## config.mk

```make
export PLATFORM = sky130hd
export DESIGN_NAME = velocity_pid_controller_top_flat
export DESIGN_NICKNAME = d
export VERILOG_FILES = /design/src/sv/vpid_pkg.sv /design/src/sv/vpid_if.sv /design/src/sv/vpid_cfg_regs.sv /design/src/sv/vpid_mul_unit.sv /design/src/sv/velocity_pid_controller_top.sv /design/src/flat_wrapper.sv
export SDC_FILE = /design/constraint.sdc
export NUM_CORES = 2
export LEC_CHECK = 0
export BUFFER_PORTS_ARGS = -buffer_cell sky130_fd_sc_hd__buf_2
export CORE_ASPECT_RATIO = 0.75
export CORE_MARGIN = 2
export CORE_UTILIZATION = 55
export DETAILED_ROUTE_END_ITERATION = 12
export GPL_ROUTABILITY_DRIVEN = 1
export GPL_TIMING_DRIVEN = 0
export PLACE_DENSITY_LB_ADDON = 0.25
export SLEW_MARGIN = 20
export SYNTH_ARGS = -nofsm -noshare
export SYNTH_HDL_FRONTEND = slang
export SYNTH_SLANG_ARGS = --single-unit
```

## constraint.sdc

```tcl
create_clock -name clk -period 16.9 [get_ports clk]
set_clock_uncertainty 0.05 [all_clocks]
set_input_delay 4.225 -clock clk [delete_from_list [all_inputs] [get_ports clk]]
set_output_delay 4.225 -clock clk [all_outputs]
set_load 0.01 [all_outputs]
```

## src/sv/vpid_pkg.sv

```systemverilog
// Shared constants, types and a helper function of the velocity PID controller.
package vpid_pkg;

    localparam int DATA_WIDTH = 32;
    localparam int FRAC_BITS  = 16;
    localparam int HP_BITS    = 32;

    // Multiplier operand width: holds a difference of two data words and the
    // zero-extended half-period register.
    localparam int OP_W   = ((DATA_WIDTH > HP_BITS) ? DATA_WIDTH : HP_BITS) + 1;
    localparam int PROD_W = 2 * OP_W;
    // Width of sums of up to three saturated data words.
    localparam int VS_W   = DATA_WIDTH + 2;

    localparam int CFG_W     = (DATA_WIDTH > HP_BITS) ? DATA_WIDTH : HP_BITS;
    localparam int CFG_IDX_W = 3;

    localparam logic [CFG_IDX_W-1:0] REG_GAIN_P      = 3'd0;
    localparam logic [CFG_IDX_W-1:0] REG_GAIN_I      = 3'd1;
    localparam logic [CFG_IDX_W-1:0] REG_GAIN_D      = 3'd2;
    localparam logic [CFG_IDX_W-1:0] REG_SAMPLE_RATE = 3'd3;
    localparam logic [CFG_IDX_W-1:0] REG_HALF_PERIOD = 3'd4;

    localparam logic KIND_UPDATE = 1'b0;
    localparam logic KIND_CLEAR  = 1'b1;

    typedef struct packed {
        logic signed [DATA_WIDTH-1:0] gain_p;
        logic signed [DATA_WIDTH-1:0] gain_i;
        logic signed [DATA_WIDTH-1:0] gain_d;
        logic [DATA_WIDTH-2:0]        sample_rate;
        logic [HP_BITS-1:0]           half_period;
    } cfg_t;

    typedef struct packed {
        logic en;
        logic sh_long;
    } mul_req_t;

    localparam logic signed [VS_W-1:0] VS_MAX =
        {{(VS_W-DATA_WIDTH+1){1'b0}}, {(DATA_WIDTH-1){1'b1}}};
    localparam logic signed [VS_W-1:0] VS_MIN = ~VS_MAX;
    localparam logic signed [DATA_WIDTH-1:0] DW_MAX = {1'b0, {(DATA_WIDTH-1){1'b1}}};
    localparam logic signed [DATA_WIDTH-1:0] DW_MIN = ~DW_MAX;

    // Clamp a wide sum to the signed data range.
    function automatic logic signed [DATA_WIDTH-1:0] sat_dw(input logic signed [VS_W-1:0] x);
        logic signed [DATA_WIDTH-1:0] r;
        if (x > VS_MAX)
        begin
            r = DW_MAX;
        end
        else if (x < VS_MIN)
        begin
            r = DW_MIN;
        end
        else
        begin
            r = x[DATA_WIDTH-1:0];
        end
        return r;
    endfunction

endpackage

```

## src/sv/vpid_if.sv

```systemverilog
// Valid/ready channel interfaces for update requests and control results.
interface vpid_in_if;
    import vpid_pkg::*;

    logic                         valid;
    logic                         ready;
    logic                         kind;
    logic signed [DATA_WIDTH-1:0] error_sample;

    modport source (output valid, output kind, output error_sample, input ready);
    modport sink   (input valid, input kind, input error_sample, output ready);
endinterface

interface vpid_out_if;
    import vpid_pkg::*;

    logic                         valid;
    logic                         ready;
    logic signed [DATA_WIDTH-1:0] control_output;
    logic                         saturated;

    modport source (output valid, output control_output, output saturated, input ready);
    modport sink   (input valid, input control_output, input saturated, output ready);
endinterface

```

## src/sv/vpid_cfg_regs.sv

```systemverilog
// Configuration register file: gains, sample rate and half period.
module vpid_cfg_regs (
    input  logic                             clk,
    input  logic                             rst_n,
    input  logic                             cfg_we,
    input  logic [vpid_pkg::CFG_IDX_W-1:0]   cfg_index,
    input  logic [vpid_pkg::CFG_W-1:0]       cfg_data,
    output vpid_pkg::cfg_t                   cfg
);
    import vpid_pkg::*;

    cfg_t cfg_reg;

    always_ff @(posedge clk or negedge rst_n)
    begin
        if (!rst_n)
        begin
            cfg_reg <= '0;
        end
        else if (cfg_we)
        begin
            unique case (cfg_index)
                REG_GAIN_P:      cfg_reg.gain_p      <= cfg_data[DATA_WIDTH-1:0];
                REG_GAIN_I:      cfg_reg.gain_i      <= cfg_data[DATA_WIDTH-1:0];
                REG_GAIN_D:      cfg_reg.gain_d      <= cfg_data[DATA_WIDTH-1:0];
                REG_SAMPLE_RATE: cfg_reg.sample_rate <= cfg_data[DATA_WIDTH-2:0];
                REG_HALF_PERIOD: cfg_reg.half_period <= cfg_data[HP_BITS-1:0];
                default:         cfg_reg             <= cfg_reg;
            endcase
        end
    end

    assign cfg = cfg_reg;

endmodule

```

## src/sv/vpid_mul_unit.sv

```systemverilog
// Shared fixed-point multiplier: registered product, then truncation and clamping.
module vpid_mul_unit (
    input  logic                                clk,
    input  vpid_pkg::mul_req_t                  req,
    input  logic signed [vpid_pkg::OP_W-1:0]    opa,
    input  logic signed [vpid_pkg::OP_W-1:0]    opb,
    output logic signed [vpid_pkg::DATA_WIDTH-1:0] res,
    output logic                                hit
);
    import vpid_pkg::*;

    localparam logic signed [PROD_W-1:0] BIAS_F = (PROD_W'(1) << FRAC_BITS) - PROD_W'(1);
    localparam logic signed [PROD_W-1:0] BIAS_H = (PROD_W'(1) << HP_BITS) - PROD_W'(1);
    localparam logic signed [PROD_W-1:0] P_MAX  =
        {{(PROD_W-DATA_WIDTH+1){1'b0}}, {(DATA_WIDTH-1){1'b1}}};
    localparam logic signed [PROD_W-1:0] P_MIN  = ~P_MAX;

    logic signed [PROD_W-1:0] prod_reg;
    logic                     sh_long_reg;
    logic signed [PROD_W-1:0] bias;
    logic signed [PROD_W-1:0] biased;
    logic signed [PROD_W-1:0] shifted;

    always_ff @(posedge clk)
    begin
        if (req.en)
        begin
            prod_reg    <= PROD_W'(opa) * PROD_W'(opb);
            sh_long_reg <= req.sh_long;
        end
    end

    // Adding the shift mask to a negative product makes the arithmetic
    // shift round toward zero.
    always_comb
    begin
        if (prod_reg[PROD_W-1])
        begin
            bias = sh_long_reg ? BIAS_H : BIAS_F;
        end
        else
        begin
            bias = '0;
        end
        biased  = prod_reg + bias;
        shifted = sh_long_reg ? (biased >>> HP_BITS) : (biased >>> FRAC_BITS);
        hit     = (shifted > P_MAX) || (shifted < P_MIN);
        if (shifted > P_MAX)
        begin
            res = DW_MAX;
        end
        else if (shifted < P_MIN)
        begin
            res = DW_MIN;
        end
        else
        begin
            res = shifted[DATA_WIDTH-1:0];
        end
    end

endmodule

```

## src/sv/velocity_pid_controller_top.sv

```systemverilog
// Velocity-form PID controller top level: sequencer, state and output register.
//
// Each transaction on the input channel is either an update carrying an error
// sample or a clear of the output accumulator, and yields one result
// transaction. An update's result is loaded into the output register as the
// sequencer leaves S_DONE, and the next transaction can be accepted in the
// cycle after that. From acceptance to S_DONE, six products (rate term, second
// difference, three gain products and the trapezoid increment) pass one at a
// time through a single shared multiplier with a registered product, under a
// small sequencer, with wait cycles where a product feeds the next operand or
// the velocity sum. A clear's result is loaded as the sequencer leaves S_CLR.
// A result that cannot leave because the output register is still full holds
// the sequencer in its last state. The input is ready only while the sequencer
// is idle; a finished result waits in the output register while the next
// transaction is accepted. Configuration is written through a plain write
// port and takes effect in every later sequencer state that reads it, also
// within an update that is running.
module velocity_pid_controller_top (
    input  logic                           clk,
    input  logic                           rst_n,
    vpid_in_if.sink                        in_ch,
    vpid_out_if.source                     out_ch,
    input  logic                           cfg_we,
    input  logic [vpid_pkg::CFG_IDX_W-1:0] cfg_index,
    input  logic [vpid_pkg::CFG_W-1:0]     cfg_data
);
    import vpid_pkg::*;

    typedef enum logic [3:0] {
        S_IDLE,
        S_MP,
        S_MI,
        S_MGP,
        S_MD,
        S_WD,
        S_MGD,
        S_V,
        S_H,
        S_MH,
        S_DONE,
        S_CLR
    } state_t;

    cfg_t     cfg;
    mul_req_t mul_req;
    logic signed [DATA_WIDTH-1:0] mul_res;
    logic                         mul_hit;

    state_t state_reg, state_next;
    logic signed [OP_W-1:0]       opa_reg, opa_next;
    logic signed [OP_W-1:0]       opb_reg, opb_next;
    logic                         sh_long_reg, sh_long_next;
    logic signed [DATA_WIDTH-1:0] e_reg, e_next;
    logic signed [DATA_WIDTH-1:0] p_reg, p_next;
    logic signed [VS_W-1:0]       vsum_reg, vsum_next;
    logic signed [DATA_WIDTH-1:0] v_reg, v_next;
    logic signed [DATA_WIDTH-1:0] prev_e_reg, prev_e_next;
    logic signed [DATA_WIDTH-1:0] prev_p_reg, prev_p_next;
    logic signed [DATA_WIDTH-1:0] prev_v_reg, prev_v_next;
    logic signed [DATA_WIDTH-1:0] acc_reg, acc_next;
    logic                         out_valid_reg, out_valid_next;
    logic signed [DATA_WIDTH-1:0] out_data_reg, out_data_next;
    logic                         out_sat_reg, out_sat_next;

    logic signed [OP_W-1:0]       rate_op;
    logic signed [VS_W-1:0]       v_total;
    logic signed [VS_W-1:0]       acc_sum;
    logic signed [DATA_WIDTH-1:0] acc_sat;
    logic                         out_free;

    vpid_cfg_regs u_cfg (
        .clk       (clk),
        .rst_n     (rst_n),
        .cfg_we    (cfg_we),
        .cfg_index (cfg_index),
        .cfg_data  (cfg_data),
        .cfg       (cfg)
    );

    vpid_mul_unit u_mul (
        .clk (clk),
        .req (mul_req),
        .opa (opa_reg),
        .opb (opb_reg),
        .res (mul_res),
        .hit (mul_hit)
    );

    assign rate_op  = $signed(OP_W'(cfg.sample_rate));
    assign v_total  = vsum_reg + VS_W'(mul_res);
    assign acc_sum  = VS_W'(acc_reg) + VS_W'(mul_res);
    assign acc_sat  = sat_dw(acc_sum);
    assign out_free = !out_valid_reg || out_ch.ready;

    always_comb
    begin
        state_next     = state_reg;
        opa_next       = opa_reg;
        opb_next       = opb_reg;
        sh_long_next   = sh_long_reg;
        e_next         = e_reg;
        p_next         = p_reg;
        vsum_next      = vsum_reg;
        v_next         = v_reg;
        prev_e_next    = prev_e_reg;
        prev_p_next    = prev_p_reg;
        prev_v_next    = prev_v_reg;
        acc_next       = acc_reg;
        out_valid_next = out_valid_reg && !out_ch.ready;
        out_data_next  = out_data_reg;
        out_sat_next   = out_sat_reg;
        mul_req.en      = 1'b0;
        mul_req.sh_long = sh_long_reg;

        unique case (state_reg)
            S_IDLE:
            begin
                if (in_ch.valid)
                begin
                    if (in_ch.kind == KIND_CLEAR)
                    begin
                        state_next = S_CLR;
                    end
                    else
                    begin
                        e_next       = in_ch.error_sample;
                        opa_next     = OP_W'(in_ch.error_sample) - OP_W'(prev_e_reg);
                        opb_next     = rate_op;
                        sh_long_next = 1'b0;
                        state_next   = S_MP;
                    end
                end
            end
            S_MP:
            begin
                mul_req.en = 1'b1;
                opa_next   = OP_W'(cfg.gain_i);
                opb_next   = OP_W'(e_reg);
                state_next = S_MI;
            end
            S_MI:
            begin
                // The rate term leaves the multiplier while the integral
                // product goes in.
                mul_req.en = 1'b1;
                p_next     = mul_res;
                opa_next   = OP_W'(cfg.gain_p);
                opb_next   = OP_W'(mul_res);
                state_next = S_MGP;
            end
            S_MGP:
            begin
                mul_req.en = 1'b1;
                vsum_next  = VS_W'(mul_res);
                opa_next   = OP_W'(p_reg) - OP_W'(prev_p_reg);
                opb_next   = rate_op;
                state_next = S_MD;
            end
            S_MD:
            begin
                mul_req.en = 1'b1;
                vsum_next  = vsum_reg + VS_W'(mul_res);
                state_next = S_WD;
            end
            S_WD:
            begin
                opa_next   = OP_W'(cfg.gain_d);
                opb_next   = OP_W'(mul_res);
                state_next = S_MGD;
            end
            S_MGD:
            begin
                mul_req.en = 1'b1;
                state_next = S_V;
            end
            S_V:
            begin
                v_next     = sat_dw(v_total);
                state_next = S_H;
            end
            S_H:
            begin
                opa_next     = OP_W'(v_reg) + OP_W'(prev_v_reg);
                opb_next     = $signed(OP_W'(cfg.half_period));
                sh_long_next = 1'b1;
                state_next   = S_MH;
            end
            S_MH:
            begin
                mul_req.en = 1'b1;
                state_next = S_DONE;
            end
            S_DONE:
            begin
                if (out_free)
                begin
                    acc_next       = acc_sat;
                    out_valid_next = 1'b1;
                    out_data_next  = acc_sat;
                    out_sat_next   = mul_hit || (VS_W'(acc_sat) != acc_sum);
                    prev_e_next    = e_reg;
                    prev_p_next    = p_reg;
                    prev_v_next    = v_reg;
                    state_next     = S_IDLE;
                end
            end
            S_CLR:
            begin
                if (out_free)
                begin
                    acc_next       = '0;
                    out_valid_next = 1'b1;
                    out_data_next  = '0;
                    out_sat_next   = 1'b0;
                    state_next     = S_IDLE;
                end
            end
            default:
            begin
                state_next = S_IDLE;
            end
        endcase
    end

    always_ff @(posedge clk or negedge rst_n)
    begin
        if (!rst_n)
        begin
            state_reg     <= S_IDLE;
            prev_e_reg    <= '0;
            prev_p_reg    <= '0;
            prev_v_reg    <= '0;
            acc_reg       <= '0;
            out_valid_reg <= 1'b0;
        end
        else
        begin
            state_reg     <= state_next;
            prev_e_reg    <= prev_e_next;
            prev_p_reg    <= prev_p_next;
            prev_v_reg    <= prev_v_next;
            acc_reg       <= acc_next;
            out_valid_reg <= out_valid_next;
        end
    end

    always_ff @(posedge clk)
    begin
        opa_reg      <= opa_next;
        opb_reg      <= opb_next;
        sh_long_reg  <= sh_long_next;
        e_reg        <= e_next;
        p_reg        <= p_next;
        vsum_reg     <= vsum_next;
        v_reg        <= v_next;
        out_data_reg <= out_data_next;
        out_sat_reg  <= out_sat_next;
    end

    assign in_ch.ready           = (state_reg == S_IDLE);
    assign out_ch.valid          = out_valid_reg;
    assign out_ch.control_output = out_data_reg;
    assign out_ch.saturated      = out_sat_reg;

endmodule
```

## src/flat_wrapper.sv

```systemverilog
// flat-port wrapper written by rule: the top's interface ports become plain ports
module velocity_pid_controller_top_flat import vpid_pkg::*;
  (clk, rst_n, cfg_we, cfg_index, cfg_data, in_ch_valid, in_ch_kind, in_ch_error_sample, in_ch_ready, out_ch_valid, out_ch_control_output, out_ch_saturated, out_ch_ready);
  vpid_in_if in_ch_i ();
  vpid_out_if out_ch_i ();
  input  logic clk;
  input  logic rst_n;
  input  logic cfg_we;
  input  logic [vpid_pkg::CFG_IDX_W-1:0] cfg_index;
  input  logic [vpid_pkg::CFG_W-1:0] cfg_data;
  input wire logic [$bits(in_ch_i.valid)-1:0] in_ch_valid;
  input wire logic [$bits(in_ch_i.kind)-1:0] in_ch_kind;
  input wire logic [$bits(in_ch_i.error_sample)-1:0] in_ch_error_sample;
  output wire logic [$bits(in_ch_i.ready)-1:0] in_ch_ready;
  output wire logic [$bits(out_ch_i.valid)-1:0] out_ch_valid;
  output wire logic [$bits(out_ch_i.control_output)-1:0] out_ch_control_output;
  output wire logic [$bits(out_ch_i.saturated)-1:0] out_ch_saturated;
  input wire logic [$bits(out_ch_i.ready)-1:0] out_ch_ready;
  assign in_ch_i.valid = in_ch_valid;
  assign in_ch_i.kind = in_ch_kind;
  assign in_ch_i.error_sample = in_ch_error_sample;
  assign in_ch_ready = in_ch_i.ready;
  assign out_ch_valid = out_ch_i.valid;
  assign out_ch_control_output = out_ch_i.control_output;
  assign out_ch_saturated = out_ch_i.saturated;
  assign out_ch_i.ready = out_ch_ready;
  velocity_pid_controller_top u_core (.clk(clk), .rst_n(rst_n), .in_ch(in_ch_i), .out_ch(out_ch_i), .cfg_we(cfg_we), .cfg_index(cfg_index), .cfg_data(cfg_data));
endmodule
```

* Yosys cells after proc, flatten, opt, wreduce, memory -nomap -nowiden
Index checks and enable logic that the tools add are counted.
** Word-level totals
- Register bits :: 589
- Input bits :: 73
- Output and inout port bits :: 35
** Cells by class
- Add/subtract/negate cells :: 6
- $mul :: 1
- Order comparisons :: 6
- Eq/ne operators :: 21
- Muxes and demuxes :: 31
- Bitwise operators :: 1
- Reduce and logical (&&, ||, !) cells :: 28
** Operators with widths (count)
- $mux W32 :: 9
- $pmux W33 S6 :: 1
- $pmux W33 S5 :: 1
- $mux W33 :: 4
- $pmux W34 S2 :: 1
- $add A32 B32 Y33 :: 2
- $add A66 B33 Y66 :: 1
- $mul A33 B33 Y66 :: 1
- $sub A32 B32 Y33 :: 2
- $pmux W32 S2 :: 1
- $gt A50 B32 Y1 const B :: 1
- $lt A50 B32 Y1 const B :: 1
- $mux W49 :: 1
- $pmux W4 S11 :: 1
- $add A34 B32 Y34 :: 1
- $gt A34 B32 Y1 const B :: 1
- $lt A34 B32 Y1 const B :: 1
- $gt A33 B32 Y1 const B :: 1
- $lt A33 B32 Y1 const B :: 1
- $ne A32 B33 Y1 :: 1
- $eq A4 B3 Y1 const B :: 4
- $eq A4 B4 Y1 const B :: 4
- $reduce_and A3 Y1 :: 5
- $reduce_and A2 Y1 :: 7
- other kinds (21) :: 41

* Longest topological paths before layout
- Depth in word-level cells :: 15
- Mapped depth :: 32

* Cells and area by module
Synthesis repeated with hierarchy kept, for this count alone.
** Second synthesis, totals
- Cells, all modules :: 7390
- Area, all modules :: 73030.0 um2
** Modules (own cells, without submodules)
- vpid_mul_unit :: times used 1, cells an instance 4756, area an instance 44047.2 um2
- velocity_pid_controller_top :: times used 1, cells an instance 2293, area an instance 22985.8 um2
- vpid_cfg_regs :: times used 1, cells an instance 341, area an instance 5997.0 um2

* Worst setup path after synthesis
OpenSTA, ideal clock, no wires.
- Path type :: reg-to-reg
- Start point :: register u_core.opa_reg[32]
- End point :: register u_core.u_mul.prod_reg[62] (data pin)
- Arrival :: 7824 ps
- Data required time :: 16572 ps
- Setup slack :: 8748 ps
- Cell stages (with the launch flop) :: 29
- Buffers on the path :: 2
- Cells stage by stage :: edfxtp_1 clkbuf_1 nand2_1 inv_1 fa_1 inv_1 fa_1 inv_1 fa_1 fa_1 inv_1 fa_1 fa_1 fa_1 inv_1 fa_1 ha_1 clkbuf_1 a21o_1 a21o_1 a21o_1 a2111oi_0 o31ai_1 o211ai_1 a31oi_1 a22oi_1 o21a_1 mux2i_1 o311ai_0
** On the way
- Longest elaborated chain between the ends :: 1
** Ends and longest elaborated chain
- from (decl) :: RTL line velocity_pid_controller_top.sv:50 : logic signed [OP_W-1:0] opa_reg, opa_next;
- from (signal assigned) :: RTL line velocity_pid_controller_top.sv:249 : opa_reg <= opa_next;
- $mul A33 B33 Y66 :: RTL line vpid_mul_unit.sv:28 : prod_reg <= PROD_W'(opa) * PROD_W'(opb);
- to (signal assigned) :: RTL line vpid_mul_unit.sv:28
- to (decl) :: RTL line vpid_mul_unit.sv:18 : logic signed [PROD_W-1:0] prod_reg;
Every way passes these cells.
A chain may end at the register's enable or synchronous reset.

* Final worst setup path
- Start point :: register u_core.opb_reg[11]
- End point :: register u_core.u_mul.prod_reg[64] (data pin)
** On the way
- Longest elaborated chain between the ends :: 1
** Ends and longest elaborated chain
- from (decl) :: RTL line velocity_pid_controller_top.sv:51 : logic signed [OP_W-1:0] opb_reg, opb_next;
- from (signal assigned) :: RTL line velocity_pid_controller_top.sv:250 : opb_reg <= opb_next;
- $mul A33 B33 Y66 :: RTL line vpid_mul_unit.sv:28
Every way passes these cells.

==> results.md <==
Status:
- The run finished with clean final reports.

Clock network:
- The number of clock buffers inserted by TritonCTS is 52.
- In this run, post-CTS repair resized a total of 0 instances.
- The deepest level of the CTS H-tree is 2.
- The setup fix buffers added after clock tree synthesis is 0.
- The clock input transition at the sequential cells of the worst setup and hold paths is roughly 80 ps.
- The TritonCTS clock tree is built.
- The worst-skew pair later-pin latency is 660 ps.
- The number of clock sinks is slightly below 600.
- Buffers inserted to repair hold after CTS numbered 0.
- The clock passes through at most 3 buffers.
- The root buffer cell is sky130_fd_sc_hd__clkbuf_16.

Floorplan:
- From left edge to right edge, the die measures between 400 and 500 um.
- The standard-cell row count is between 100 and 150.
- The full die area is between 100000 and 150000 um^2.
- The standard cell core area is between 100000 and 150000 um^2.
- The starting density of the core is between 50 and 60%.
- between 100 and 150 I/O pins were placed.
- The die is around 310 um tall.

Placed design:
- OpenSTA, run right after detailed placement, puts the worst setup slack at between 6000 and 7000 ps.
- The post-detailed-placement cell area is approximately 74000 um^2.
- Port buffering added approximately 110 buffers.
- Routability-driven placement finished with a final weighted congestion of around 1.1.
- The HPWL after detailed placement is ~230000 um.

Cells and area:
- The register with the most flip-flops in the layout has between 150 and 200 of them.
- The synthesis-to-finish area growth is 7.16%.
- Leaving out fill and tap cells, the most frequent cells in the layout are sky130_fd_sc_hd__fa_1, sky130_fd_sc_hd__inv_1, sky130_fd_sc_hd__nand2_1.
- After routing the design area is between 70000 and 80000 um^2.
- The final layout contains roughly 8900 nets.
- The final cell utilization of the core is between 50% and 60%.
- The most frequent standard cell in the layout excluding fill and tap cells is sky130_fd_sc_hd__fa_1.
- The post-route netlist has 7.33% of its cells at a drive strength greater than 1.

Timing:
- At the pin with the least slew margin, the transition time is 1350 ps.
- The worst-case setup margin in the final layout is 5830 ps.
- The share of the clock period used by the worst path is roughly 66%.
- The summed negative setup slack over all endpoints is 0 ps.
- The number of hold violations in the final report was 0.
- Measured against its own limit, the worst slew margin works out to 10.0%.
- Setup repair after global routing left no endpoint under its margin.
- The clock period minus final worst setup slack is roughly 11000 ps.
- The maximum clock frequency is approximately 0.090 GHz.
- The setup violation total in the final timing report is 0.
- The number of max-slew violations in the final report is 0.

Routing:
- The final route contains approximately 57000 vias.
- In the routed design, unresolved DRC markers number 0.
- The average vias per placed instance is between 6 and 7.
- The detail route stage leaves a number of antenna-violating nets equal to 0.
- The average wire per standard cell is between 30 and 40 um.
- The initial DRC count is roughly 7400.
- The detailed-route wire length is ~280000 um.
- The number of iterations in the first detailed-routing pass is 10.

Global routing:
- The global-route wire length before repair is roughly 390000 um.
- The residual overflow from global routing is 0.
- The initial antenna violation count is 37.
- The number of global-route vias before repair was ~55000.
- The combined global-route utilization of all metal layers is 42.2%.
- The largest net degree at the start of global routing is about 100.

Synthesis:
- The share of synthesized area occupied by flip-flops and latches is a little under a quarter.
- By area the synthesized netlist is led by sky130_fd_sc_hd__fa_1, sky130_fd_sc_hd__edfxtp_1, sky130_fd_sc_hd__dfrtp_1.
- The top cell type by area accounts for roughly 33% of the synthesized area.
- The synthesis-stage register bit count is 589.
- Yosys mapped a number of flops with a built-in enable equal to 297.
- The cell taking the most area after synthesis is sky130_fd_sc_hd__fa_1.
- The total nets after synthesis is a little under 9000.
- The number of distinct library cells after synthesis is 81.
- The proportion of synthesized flip-flops having asynchronous set or reset is between 40% and 50%.
- In the synthesized netlist, the number of instances is about 7000.
- Averaged over all synthesized cells, the footprint is 9.95 um^2.
- The number of warnings issued by yosys is 0.
- The predominant post-synthesis flop cell is sky130_fd_sc_hd__edfxtp_1.
- The combined area of all synthesized cells is 70700 um^2.

Flow run:
- Across the run, the number of max-cap violations was 0.

Hold path:
- The kind of path behind the tightest hold check is reg2reg.
- The worst hold path passes through 2 cells.

Setup path:
- The maximum fanout count along the critical path is 10.
- The depth of the worst register-to-register path is 24.
- The critical path arrival is about 11000 ps.
- The kind of start point of the critical path is a register.
- The critical path in this run is classified as reg2reg.
- The endpoint class of the critical path is a register.
- The required time of the critical path is 17240 ps.
-- kinds of logic after synthesis --
logic type / share of synthesized area [%]
AO/OA/AOI/OAI: 10.3
AND/OR/NAND/NOR: 12.4
XOR/XNOR: 3.13
multiplexers: 3.80
flip-flops: 22.9
adder cells (fa/ha/maj): 39.5
buffers and inverters: 7.86
-- Yosys cell counts, types with 27 or more instances --
cell type,n
sky130_fd_sc_hd__fa_1,1150
sky130_fd_sc_hd__inv_1,1123
sky130_fd_sc_hd__nand2_1,1061
sky130_fd_sc_hd__ha_1,393
sky130_fd_sc_hd__clkbuf_1,322
sky130_fd_sc_hd__and2_1,300
sky130_fd_sc_hd__edfxtp_1,297
sky130_fd_sc_hd__dfrtp_1,292
sky130_fd_sc_hd__o21ai_0,272
sky130_fd_sc_hd__a21oi_1,250
sky130_fd_sc_hd__mux2_2,228
sky130_fd_sc_hd__nor2_1,160
sky130_fd_sc_hd__xnor2_1,150
sky130_fd_sc_hd__a21o_1,132
sky130_fd_sc_hd__xor2_1,103
sky130_fd_sc_hd__nand2b_1,74
sky130_fd_sc_hd__nand3_1,69
sky130_fd_sc_hd__a22oi_1,53
sky130_fd_sc_hd__o211ai_1,53
sky130_fd_sc_hd__o21bai_1,52
sky130_fd_sc_hd__a222oi_1,44
sky130_fd_sc_hd__nor3_1,39
sky130_fd_sc_hd__o21a_1,39
sky130_fd_sc_hd__and3_1,36
sky130_fd_sc_hd__nor2b_1,33
sky130_fd_sc_hd__nand4_1,32
sky130_fd_sc_hd__a211oi_1,30
sky130_fd_sc_hd__a31oi_1,27
-- routing by layer --
| layer | vias up | wire length (um) | global-route usage [%] |
|---|---|---|---|
| met5 | - | 592 | 2.24 |
| met4 | 50 | 10400 | 13.4 |
| met3 | 546 | 44300 | 18.8 |
| li1 | 23400 | - | - |
| met2 | 3696 | 102000 | 53.1 |
| met1 | 28900 | 118000 | 63.8 |
-- path summary, 6_finish.rpt --
kind | from | end | slack (ps)
max in group asynchronous | rst_n | u_core.acc_reg[3] | 11650
min in group asynchronous | rst_n | u_core.u_cfg.cfg[83] | 3380
max | u_core.opb_reg[11] | u_core.u_mul.prod_reg[64] | 5830
max reg2reg | u_core.opb_reg[11] | u_core.u_mul.prod_reg[64] | 5830
min reg2reg | u_core.e_reg[24] | u_core.prev_e_reg[24] | 440
min | u_core.e_reg[24] | u_core.prev_e_reg[24] | 440
-- critical path, cell delays in order, from the launching register on --
cell and delay, ps:
sky130_fd_sc_hd__edfxtp_1 1050, sky130_fd_sc_hd__clkbuf_1 960, sky130_fd_sc_hd__nand2_1 180, sky130_fd_sc_hd__fa_1 530
sky130_fd_sc_hd__inv_1 50, sky130_fd_sc_hd__fa_1 510, sky130_fd_sc_hd__fa_1 560, sky130_fd_sc_hd__inv_1 60
sky130_fd_sc_hd__fa_1 480, sky130_fd_sc_hd__fa_1 530, sky130_fd_sc_hd__fa_1 440, sky130_fd_sc_hd__fa_1 540
sky130_fd_sc_hd__inv_1 70, sky130_fd_sc_hd__fa_1 520, sky130_fd_sc_hd__ha_1 640, sky130_fd_sc_hd__nand2_1 380
sky130_fd_sc_hd__nor2_1 600, sky130_fd_sc_hd__nor2_1 140, sky130_fd_sc_hd__a2111oi_2 810, sky130_fd_sc_hd__o211ai_1 420
sky130_fd_sc_hd__a31oi_1 380, sky130_fd_sc_hd__a22oi_1 190, sky130_fd_sc_hd__o22ai_1 310, sky130_fd_sc_hd__mux2i_1 230
sky130_fd_sc_hd__o211ai_1 100
-- final cells by class --
cell class,count,area (um^2)
fillers,11000,51300
diodes,23,57.6
clock inverters,38,449
clock buffers,59,1370
multi-input cells,5047,49000
plain buffers,347,1370
inverters,1123,4220
repair buffers,134,983
well taps,1667,2090
flip-flops and latches,589,16200
-- metrics by stage --
stage          hold WS [ps]  instances
2_1_floorplan           350       7106
3_3_place_gp            415       8880
3_5_place_dp            421       8900
4_1_cts                 438       8997
5_1_grt                 465       9010
6_report                438       9027
Power is not shown: default switching activity piles up to over one toggle a cycle in this logic, so the estimate is an artifact.
